[src/hw/rtl/pnoge_pkg.sv]
// Package: widths, reset values, register indexes and shared types of the EMA filter.
`timescale 1ns / 1ps

package pnoge_pkg;

    localparam int NODE_COUNT_DEF = 4;

    localparam int NODE_W   = 2;
    localparam int MM_W     = 32;
    localparam int FILT_W   = 40;
    localparam int FRAC_W   = 8;
    localparam int ALPHA_W  = 9;
    localparam int JUMP_W   = 16;
    localparam int LIMIT_W  = 32;
    localparam int CFG_IDX_W  = 2;
    localparam int CFG_DATA_W = 32;

    // Number of addressable node slots given the width of the node field
    localparam int NODE_SLOTS = 1 << NODE_W;

    localparam logic [ALPHA_W-1:0] ALPHA_RST = ALPHA_W'(141);
    localparam logic [JUMP_W-1:0]  JUMP_RST  = JUMP_W'(800);
    localparam logic [LIMIT_W-1:0] LIMIT_RST = LIMIT_W'(100000);

    localparam logic [FILT_W-1:0] FILT_MAX = '1;

    typedef enum logic [CFG_IDX_W-1:0] {
        CFG_ALPHA       = 2'd0,
        CFG_MAX_JUMP    = 2'd1,
        CFG_FIRST_LIMIT = 2'd2
    } t_cfg_index;

    typedef struct packed {
        logic [ALPHA_W-1:0] alpha_q8;
        logic [JUMP_W-1:0]  max_jump_mm;
        logic [LIMIT_W-1:0] first_limit_mm;
    } t_cfg;

    typedef struct packed {
        logic              seeded;
        logic [FILT_W-1:0] filt;
    } t_node_state;

    typedef struct packed {
        t_node_state state;
        logic        rejected;
    } t_update;

endpackage

[src/hw/rtl/pnoge_sample_if.sv]
// Input channel: one range report per transfer.
`timescale 1ns / 1ps

interface pnoge_sample_if import pnoge_pkg::*; ();
    logic              valid;
    logic              ready;
    logic [NODE_W-1:0] node_index;
    logic [MM_W-1:0]   range_mm;

    modport source (output valid, output node_index, output range_mm, input ready);
    modport sink   (input valid, input node_index, input range_mm, output ready);
endinterface

[src/hw/rtl/pnoge_result_if.sv]
// Output channel: one filter result per transfer.
`timescale 1ns / 1ps

interface pnoge_result_if import pnoge_pkg::*; ();
    logic              valid;
    logic              ready;
    logic              node_seeded;
    logic [FILT_W-1:0] filtered_q8;
    logic              reading_rejected;

    modport source (output valid, output node_seeded, output filtered_q8,
                    output reading_rejected, input ready);
    modport sink   (input valid, input node_seeded, input filtered_q8,
                    input reading_rejected, output ready);
endinterface

[src/hw/rtl/pnoge_cfg_if.sv]
// Configuration write channel: register index and write data.
`timescale 1ns / 1ps

interface pnoge_cfg_if import pnoge_pkg::*; ();
    logic                  valid;
    logic                  ready;
    logic [CFG_IDX_W-1:0]  index;
    logic [CFG_DATA_W-1:0] data;

    modport source (output valid, output index, output data, input ready);
    modport sink   (input valid, input index, input data, output ready);
endinterface

[src/hw/rtl/per_node_outlier_gated_ema_filter.sv]
// Top level: per-node outlier-gated EMA filter with input and result registers.
// Results: a reading is captured in the input register at its transfer; one combinational
// pass feeds the result register, which loads when the result slot is free or being taken.
// Throughput: one reading per cycle while the result is not held by back-pressure; the
// node store is updated at the same edge as the result register, so a reading of the same
// node in the next cycle sees it. Reset: synchronous, active low; clears all nodes to
// unseeded/zero and loads the register defaults (alpha 141, jump 800 mm, first limit 100000 mm). No clearing pass.
`timescale 1ns / 1ps

module per_node_outlier_gated_ema_filter import pnoge_pkg::*; #(
    parameter int NODE_COUNT = NODE_COUNT_DEF
) (
    input  logic           i_clk,
    input  logic           i_rst_n,
    pnoge_cfg_if.sink      i_cfg,
    pnoge_sample_if.sink   i_sample,
    pnoge_result_if.source o_result
);

    // Only nodes reachable through the index field get storage
    localparam int STORE_DEPTH = (NODE_COUNT < NODE_SLOTS) ? NODE_COUNT : NODE_SLOTS;
    localparam int IDX_W       = (STORE_DEPTH > 1) ? $clog2(STORE_DEPTH) : 1;

    t_cfg              r_cfg;
    logic              r_in_valid;
    logic [NODE_W-1:0] r_in_node;
    logic [MM_W-1:0]   r_in_mm;
    logic              r_out_valid;
    logic              r_out_seeded;
    logic [FILT_W-1:0] r_out_filt;
    logic              r_out_rej;
    logic              r_seeded [STORE_DEPTH];
    logic [FILT_W-1:0] r_filt   [STORE_DEPTH];

    logic              advance;
    logic              in_range;
    logic [IDX_W-1:0]  idx;
    t_node_state       cur_state;
    t_update           upd;
    t_update           n_result;

    assign i_cfg.ready    = 1'b1;
    assign advance        = r_in_valid && (!r_out_valid || o_result.ready);
    assign i_sample.ready = !r_in_valid || advance;

    assign in_range = (int'(r_in_node) < NODE_COUNT);
    assign idx      = in_range ? r_in_node[IDX_W-1:0] : '0;

    always_comb begin
        cur_state.seeded = r_seeded[idx];
        cur_state.filt   = r_filt[idx];
    end

    pnoge_update u_update (
        .i_cfg      (r_cfg),
        .i_state    (cur_state),
        .i_range_mm (r_in_mm),
        .o_update   (upd)
    );

    // Unknown node: reported unseeded, zero, rejected
    always_comb begin
        if (in_range) begin
            n_result = upd;
        end else begin
            n_result = '{state: '{seeded: 1'b0, filt: '0}, rejected: 1'b1};
        end
    end

    always_ff @(posedge i_clk) begin
        if (!i_rst_n) begin
            r_cfg <= '{alpha_q8: ALPHA_RST, max_jump_mm: JUMP_RST,
                       first_limit_mm: LIMIT_RST};
        end else if (i_cfg.valid) begin
            case (i_cfg.index)
                CFG_ALPHA:       r_cfg.alpha_q8       <= i_cfg.data[ALPHA_W-1:0];
                CFG_MAX_JUMP:    r_cfg.max_jump_mm    <= i_cfg.data[JUMP_W-1:0];
                CFG_FIRST_LIMIT: r_cfg.first_limit_mm <= i_cfg.data[LIMIT_W-1:0];
                default: begin
                end
            endcase
        end
    end

    always_ff @(posedge i_clk) begin
        if (!i_rst_n) begin
            r_in_valid  <= 1'b0;
            r_out_valid <= 1'b0;
        end else begin
            if (i_sample.ready) begin
                r_in_valid <= i_sample.valid;
            end
            if (advance) begin
                r_out_valid <= 1'b1;
            end else if (o_result.ready) begin
                r_out_valid <= 1'b0;
            end
        end
    end

    always_ff @(posedge i_clk) begin
        if (i_sample.valid && i_sample.ready) begin
            r_in_node <= i_sample.node_index;
            r_in_mm   <= i_sample.range_mm;
        end
        if (advance) begin
            r_out_seeded <= n_result.state.seeded;
            r_out_filt   <= n_result.state.filt;
            r_out_rej    <= n_result.rejected;
        end
    end

    always_ff @(posedge i_clk) begin
        if (!i_rst_n) begin
            for (int k = 0; k < STORE_DEPTH; k++) begin
                r_seeded[k] <= 1'b0;
                r_filt[k]   <= '0;
            end
        end else if (advance && in_range) begin
            r_seeded[idx] <= upd.state.seeded;
            r_filt[idx]   <= upd.state.filt;
        end
    end

    assign o_result.valid            = r_out_valid;
    assign o_result.node_seeded      = r_out_seeded;
    assign o_result.filtered_q8      = r_out_filt;
    assign o_result.reading_rejected = r_out_rej;

endmodule

[src/hw/rtl/pnoge_update.sv]
// Per-reading datapath: seeding check, outlier gate and EMA update with saturation.
`timescale 1ns / 1ps

module pnoge_update import pnoge_pkg::*; (
    input  t_cfg              i_cfg,
    input  t_node_state       i_state,
    input  logic [MM_W-1:0]   i_range_mm,
    output t_update           o_update
);

    localparam int DIFF_W = FILT_W + 1;
    // |d| is below 2^24 whenever the update is taken
    localparam int DS_W   = JUMP_W + FRAC_W + 1;
    localparam int PROD_W = DS_W + ALPHA_W + 1;
    localparam int SUM_W  = FILT_W + 2;

    logic [FILT_W-1:0]        raw;
    logic signed [DIFF_W-1:0] diff;
    logic [FILT_W-1:0]        mag;
    logic [FILT_W-1:0]        thresh;
    logic                     outlier;
    logic                     first_ok;
    logic signed [DS_W-1:0]   diff_s;
    logic signed [PROD_W-1:0] prod;
    logic signed [SUM_W-1:0]  sum;
    logic [FILT_W-1:0]        blended;

    always_comb begin
        raw    = {i_range_mm, {FRAC_W{1'b0}}};
        diff   = $signed({1'b0, raw}) - $signed({1'b0, i_state.filt});
        mag    = diff[DIFF_W-1] ? FILT_W'(-diff) : diff[FILT_W-1:0];
        thresh = FILT_W'({i_cfg.max_jump_mm, {FRAC_W{1'b0}}});
        outlier = (mag >= thresh);

        first_ok = (i_range_mm != '0) && (i_range_mm < i_cfg.first_limit_mm);

        diff_s = diff[DS_W-1:0];
        prod   = $signed({1'b0, i_cfg.alpha_q8}) * diff_s;
        // arithmetic shift floors towards minus infinity
        sum    = $signed({2'b00, i_state.filt})
               + SUM_W'($signed(prod[PROD_W-1:FRAC_W]));
        if (sum[SUM_W-1]) begin
            blended = '0;
        end else if (sum[SUM_W-2]) begin
            blended = FILT_MAX;
        end else begin
            blended = sum[FILT_W-1:0];
        end

        o_update = '{state: i_state, rejected: 1'b0};
        if (!i_state.seeded) begin
            if (first_ok) begin
                o_update.state.seeded = 1'b1;
                o_update.state.filt   = raw;
            end else begin
                o_update.rejected = 1'b1;
            end
        end else if (outlier) begin
            o_update.rejected = 1'b1;
        end else begin
            o_update.state.filt = blended;
        end
    end

endmodule

[src/flat_wrapper.sv]
// flat-port wrapper written by rule: the top's interface ports become plain ports
module per_node_outlier_gated_ema_filter_flat import pnoge_pkg::*;
#(
    parameter int NODE_COUNT = NODE_COUNT_DEF
)
  (i_clk, i_rst_n, i_cfg_valid, i_cfg_index, i_cfg_data, i_cfg_ready, i_sample_valid, i_sample_node_index, i_sample_range_mm, i_sample_ready, o_result_valid, o_result_node_seeded, o_result_filtered_q8, o_result_reading_rejected, o_result_ready);
  pnoge_cfg_if i_cfg_i ();
  pnoge_sample_if i_sample_i ();
  pnoge_result_if o_result_i ();
  input  logic i_clk;
  input  logic i_rst_n;
  input wire logic [$bits(i_cfg_i.valid)-1:0] i_cfg_valid;
  input wire logic [$bits(i_cfg_i.index)-1:0] i_cfg_index;
  input wire logic [$bits(i_cfg_i.data)-1:0] i_cfg_data;
  output wire logic [$bits(i_cfg_i.ready)-1:0] i_cfg_ready;
  input wire logic [$bits(i_sample_i.valid)-1:0] i_sample_valid;
  input wire logic [$bits(i_sample_i.node_index)-1:0] i_sample_node_index;
  input wire logic [$bits(i_sample_i.range_mm)-1:0] i_sample_range_mm;
  output wire logic [$bits(i_sample_i.ready)-1:0] i_sample_ready;
  output wire logic [$bits(o_result_i.valid)-1:0] o_result_valid;
  output wire logic [$bits(o_result_i.node_seeded)-1:0] o_result_node_seeded;
  output wire logic [$bits(o_result_i.filtered_q8)-1:0] o_result_filtered_q8;
  output wire logic [$bits(o_result_i.reading_rejected)-1:0] o_result_reading_rejected;
  input wire logic [$bits(o_result_i.ready)-1:0] o_result_ready;
  assign i_cfg_i.valid = i_cfg_valid;
  assign i_cfg_i.index = i_cfg_index;
  assign i_cfg_i.data = i_cfg_data;
  assign i_cfg_ready = i_cfg_i.ready;
  assign i_sample_i.valid = i_sample_valid;
  assign i_sample_i.node_index = i_sample_node_index;
  assign i_sample_i.range_mm = i_sample_range_mm;
  assign i_sample_ready = i_sample_i.ready;
  assign o_result_valid = o_result_i.valid;
  assign o_result_node_seeded = o_result_i.node_seeded;
  assign o_result_filtered_q8 = o_result_i.filtered_q8;
  assign o_result_reading_rejected = o_result_i.reading_rejected;
  assign o_result_i.ready = o_result_ready;
  per_node_outlier_gated_ema_filter #(.NODE_COUNT(NODE_COUNT)) u_core (.i_clk(i_clk), .i_rst_n(i_rst_n), .i_cfg(i_cfg_i), .i_sample(i_sample_i), .o_result(o_result_i));
endmodule
[config.mk]
export PLATFORM = sky130hd
export DESIGN_NAME = per_node_outlier_gated_ema_filter_flat
export DESIGN_NICKNAME = d
export VERILOG_FILES = /design/src/hw/rtl/pnoge_pkg.sv /design/src/hw/rtl/pnoge_sample_if.sv /design/src/hw/rtl/pnoge_result_if.sv /design/src/hw/rtl/pnoge_cfg_if.sv /design/src/hw/rtl/per_node_outlier_gated_ema_filter.sv /design/src/hw/rtl/pnoge_update.sv /design/src/flat_wrapper.sv
export SDC_FILE = /design/constraint.sdc
export NUM_CORES = 1
export LEC_CHECK = 0
export BUFFER_PORTS_ARGS = -buffer_cell sky130_fd_sc_hd__clkbuf_2
export CAP_MARGIN = 20
export CORE_AREA = 8 8 341 343
export DETAILED_ROUTE_END_ITERATION = 8
export DIE_AREA = 0 0 349 351
export PLACE_DENSITY = 0.45
export SLEW_MARGIN = 20
export SYNTH_ARGS = -nofsm -noshare
export SYNTH_HDL_FRONTEND = slang
export SYNTH_SLANG_ARGS = --single-unit
export TNS_END_PERCENT = 20
[constraint.sdc]
create_clock -name i_clk -period 34.5 [get_ports i_clk]
set_clock_uncertainty 0.05 [all_clocks]
set_input_delay 0 -clock i_clk [delete_from_list [all_inputs] [get_ports i_clk]]
set_output_delay 0 -clock i_clk [all_outputs]
set_load 0.01 [all_outputs]
==> results.sh <==
export IMPL_status="completed"
export IMPL_rsz0062_at_grt="no"
export IMPL_antennaDiodeCount=0
export IMPL_cts_hold_fix_buffers=73
export IMPL_wl_met1_um=43600
export IMPL_fin_tns_setup_ps=0
export IMPL_vias=21900
export IMPL_clkLatencyLatePin_ps=580
export IMPL_max_cap_violations=0
export IMPL_initial_utilization_pct=24.6
export IMPL_min_path_cells=2
export IMPL_grt_pass1_vias=22500
export IMPL_drt_iter0_drc=1485
export IMPL_numCtsBuffers=36
export IMPL_clk_pin_slew_ps=60
export IMPL_synth_simple_area_share_pct=18.6
export IMPL_io_buffer_count=116
export IMPL_fin_nets=3511
export IMPL_syn_area_per_cell_um2=9.35
export IMPL_overflow=0
export IMPL_cts_sinks=301
export IMPL_grt_pass1_wl_um=144000
export IMPL_min_period_ps=14140
export IMPL_synth_compound_area_share_pct=14.4
export IMPL_wl_per_cell_um=20.4
export IMPL_hp_class="in2reg"
export IMPL_fp_dieH_um=351
export IMPL_synth_area_leaders="edfxtp_1 26%, fa_1 14%, ha_1 8.7%"
export IMPL_io_pins=118
export IMPL_max_freq_mhz=70.7
export IMPL_firstDrtPassIters=7
export IMPL_post_route_period_util_pct=41.0
export IMPL_syn2layout_area_growth_pct=15.4
export IMPL_maxSlewHeadroom_pct=28.8
export IMPL_drc_errors=0
export IMPL_slowest_stage="o21ai_0"
export IMPL_r2r_worst_path_cells=43
export IMPL_cts_tree="yes"
export IMPL_ant_nets=0
export IMPL_synth_cell_types=88
export IMPL_dpl_hpwl_um=69600
export IMPL_synth_nets=3381
export IMPL_crit_reg2reg_capture="u_core.r_filt[0][16]"
export IMPL_critPathKind="reg2reg"
export IMPL_postCtsResizedCells=0
export IMPL_core_mm2=0.111
export IMPL_finalHoldViolations=0
export IMPL_ys_warn_count=0
export IMPL_dieArea_mm2=0.122
export IMPL_synth_xor_xnor_area_share_pct=3.37
export IMPL_synth_top_family_by_area="adder cells"
export IMPL_vias_per_cell=4.78
export IMPL_wl_met2_um=44200
export IMPL_gp_congestion=0.891
export IMPL_synthCells=2933
export IMPL_detailroute_wirelength_met3_um=3600
export IMPL_synth_area_leader_cell="edfxtp_1"
export IMPL_netlist_area_mm2=0.0274
export IMPL_synth_seq_cells=301
export IMPL_start_kind="register"
export IMPL_worstMarginPinSlew_ps=1070
export IMPL_holdPathEnd="u_core.r_in_mm[24]"
export IMPL_synth_edf_count=237
export IMPL_finalWorstSetupSlack_ps=20360
export IMPL_path_max_fanout=36
export IMPL_drive_gt1_share_pct=10.9
export IMPL_end_kind="register"
export IMPL_cts_root_buf="clkbuf_16"
export IMPL_drv_slew=0
export IMPL_yosysTopAreaCellShare_pct=26.0
export IMPL_synthMuxAreaShare_pct=3.78
export IMPL_async_flop_share_pct=0
export IMPL_cp_required_ps=34730
export IMPL_top_layer_used="met4"
export IMPL_ys_seq_area_share_pct=30.6
export IMPL_holdCritStartpoint="i_sample_range_mm[24]"
export IMPL_synth_flop_cell="edfxtp_1"
export IMPL_routed_wl_um=93700
export IMPL_antenna_found_initial=0
export IMPL_fp_dieW_um=349
export IMPL_reg2reg_slack_ps=20360
export IMPL_post_cts_buffers=0
export IMPL_track_usage_pct=15.1
export IMPL_grt_max_degree=69
export IMPL_htree_levels=2
export IMPL_synth_adder_area_share_pct=22.2
export IMPL_cpPeakStageDelay_ps=750
export IMPL_critPathArrivalTime_ps=14370
export IMPL_rows=123
export IMPL_setup_violations=0
export IMPL_cts_buffer_depth=3
export IMPL_post_place_ws_ps=20440
layer usage:
layer	up-vias	GRT usage (%)
met4	0	3.83
met1	10900	20.6
met2	497	25.5
met5	-	0
met3	97	1.73
li1	10500	-
cell usage after synthesis, drive strengths merged (24+ instances only):
library cell / number
o21a: 31
nor2: 231
dfxtp: 64
a21oi: 134
a21o: 58
a21boi: 47
xor2: 34
nand2: 321
xnor2: 69
ha: 190
mux4: 39
a211oi: 24
inv: 349
nor4: 29
o21ai: 92
o211ai: 27
a31oi: 28
and2: 118
clkbuf: 124
nand4: 34
edfxtp: 237
nor3: 99
or3: 24
nor2b: 31
fa: 185
nand3: 36
how the worst max path moves through the flow:
stage,from,to,cells past startpoint
floorplan,register,u_core.r_filt[2][18],49
global placement,register,u_core.r_filt[3][15],43
detailed placement,register,u_core.r_filt[1][16],43
CTS,register,u_core.r_filt[1][16],43
global route,register,u_core.r_filt[0][16],43
finish,register,u_core.r_filt[0][16],43
layout by cell type, fill, tap and decap left out, drive strengths merged, types with 24 or more instances in the layout:
cell / netlist / final
dlygate4sd3: 0 / 73
a21oi: 134 / 134
a31oi: 28 / 28
o211ai: 27 / 27
o21a: 31 / 31
dfxtp: 64 / 64
nor2b: 31 / 31
xnor2: 69 / 69
nor2: 231 / 231
ha: 190 / 190
o21ai: 92 / 92
nand2: 321 / 321
nand3: 36 / 36
a21boi: 47 / 47
a21o: 58 / 58
buf: 22 / 49
a211oi: 24 / 24
mux4: 39 / 39
clkbuf: 124 / 163
fa: 185 / 185
inv: 349 / 353
edfxtp: 237 / 237
nor3: 99 / 99
or3: 24 / 24
nand4: 34 / 34
xor2: 34 / 34
and2: 118 / 118
nor4: 29 / 29
stage by stage:
stage	std cells	area, um^2	utilization, %	hold slack [ps]
floorplan	2933	27400	-	48.9
global placement	4452	29700	26.7	128
detailed placement	4452	29700	26.7	132
CTS	4590	31700	28.4	68.3
global route	4590	31700	28.4	90.2
finish	4590	31700	28.4	99.2
registers in the layout (all words and copies together), names as in the netlist, 2 cells and up, named ones only:
signal,count
u_core.idx,2
u_core.r_seeded,4
u_core.r_filt,160
u_core.r_cfg,57
u_core.r_in_mm,32
u_core.o_result.filtered_q8,40
worst max-delay path: cells and delay by family (launching register included):
family          cells  cell delay [ps]
compound gates     17             4940
xor+xnor            1              160
flops               1              600
mux                 1              630
fa+ha+maj           8             3650
buf+inv            10             1960
simple gates        6             1690
cells by family after synthesis:
logic type	Yosys count
simple gates	1025
buf+inv	495
mux	54
compound gates	578
other cells	1
flops	301
fa+ha+maj	375
xor+xnor	104
area by class of cell:
class	instances	area, um^2
sequential	301	8400
inverter	349	1310
clock buffer	47	995
multi-input combinational	2137	17200
timing repair buffer	238	1680
tap	1500	1880
fill	11800	79600
clock inverter	18	209
Power is not shown: default switching activity piles up to over one toggle a cycle in this logic, so the estimate is an artifact.
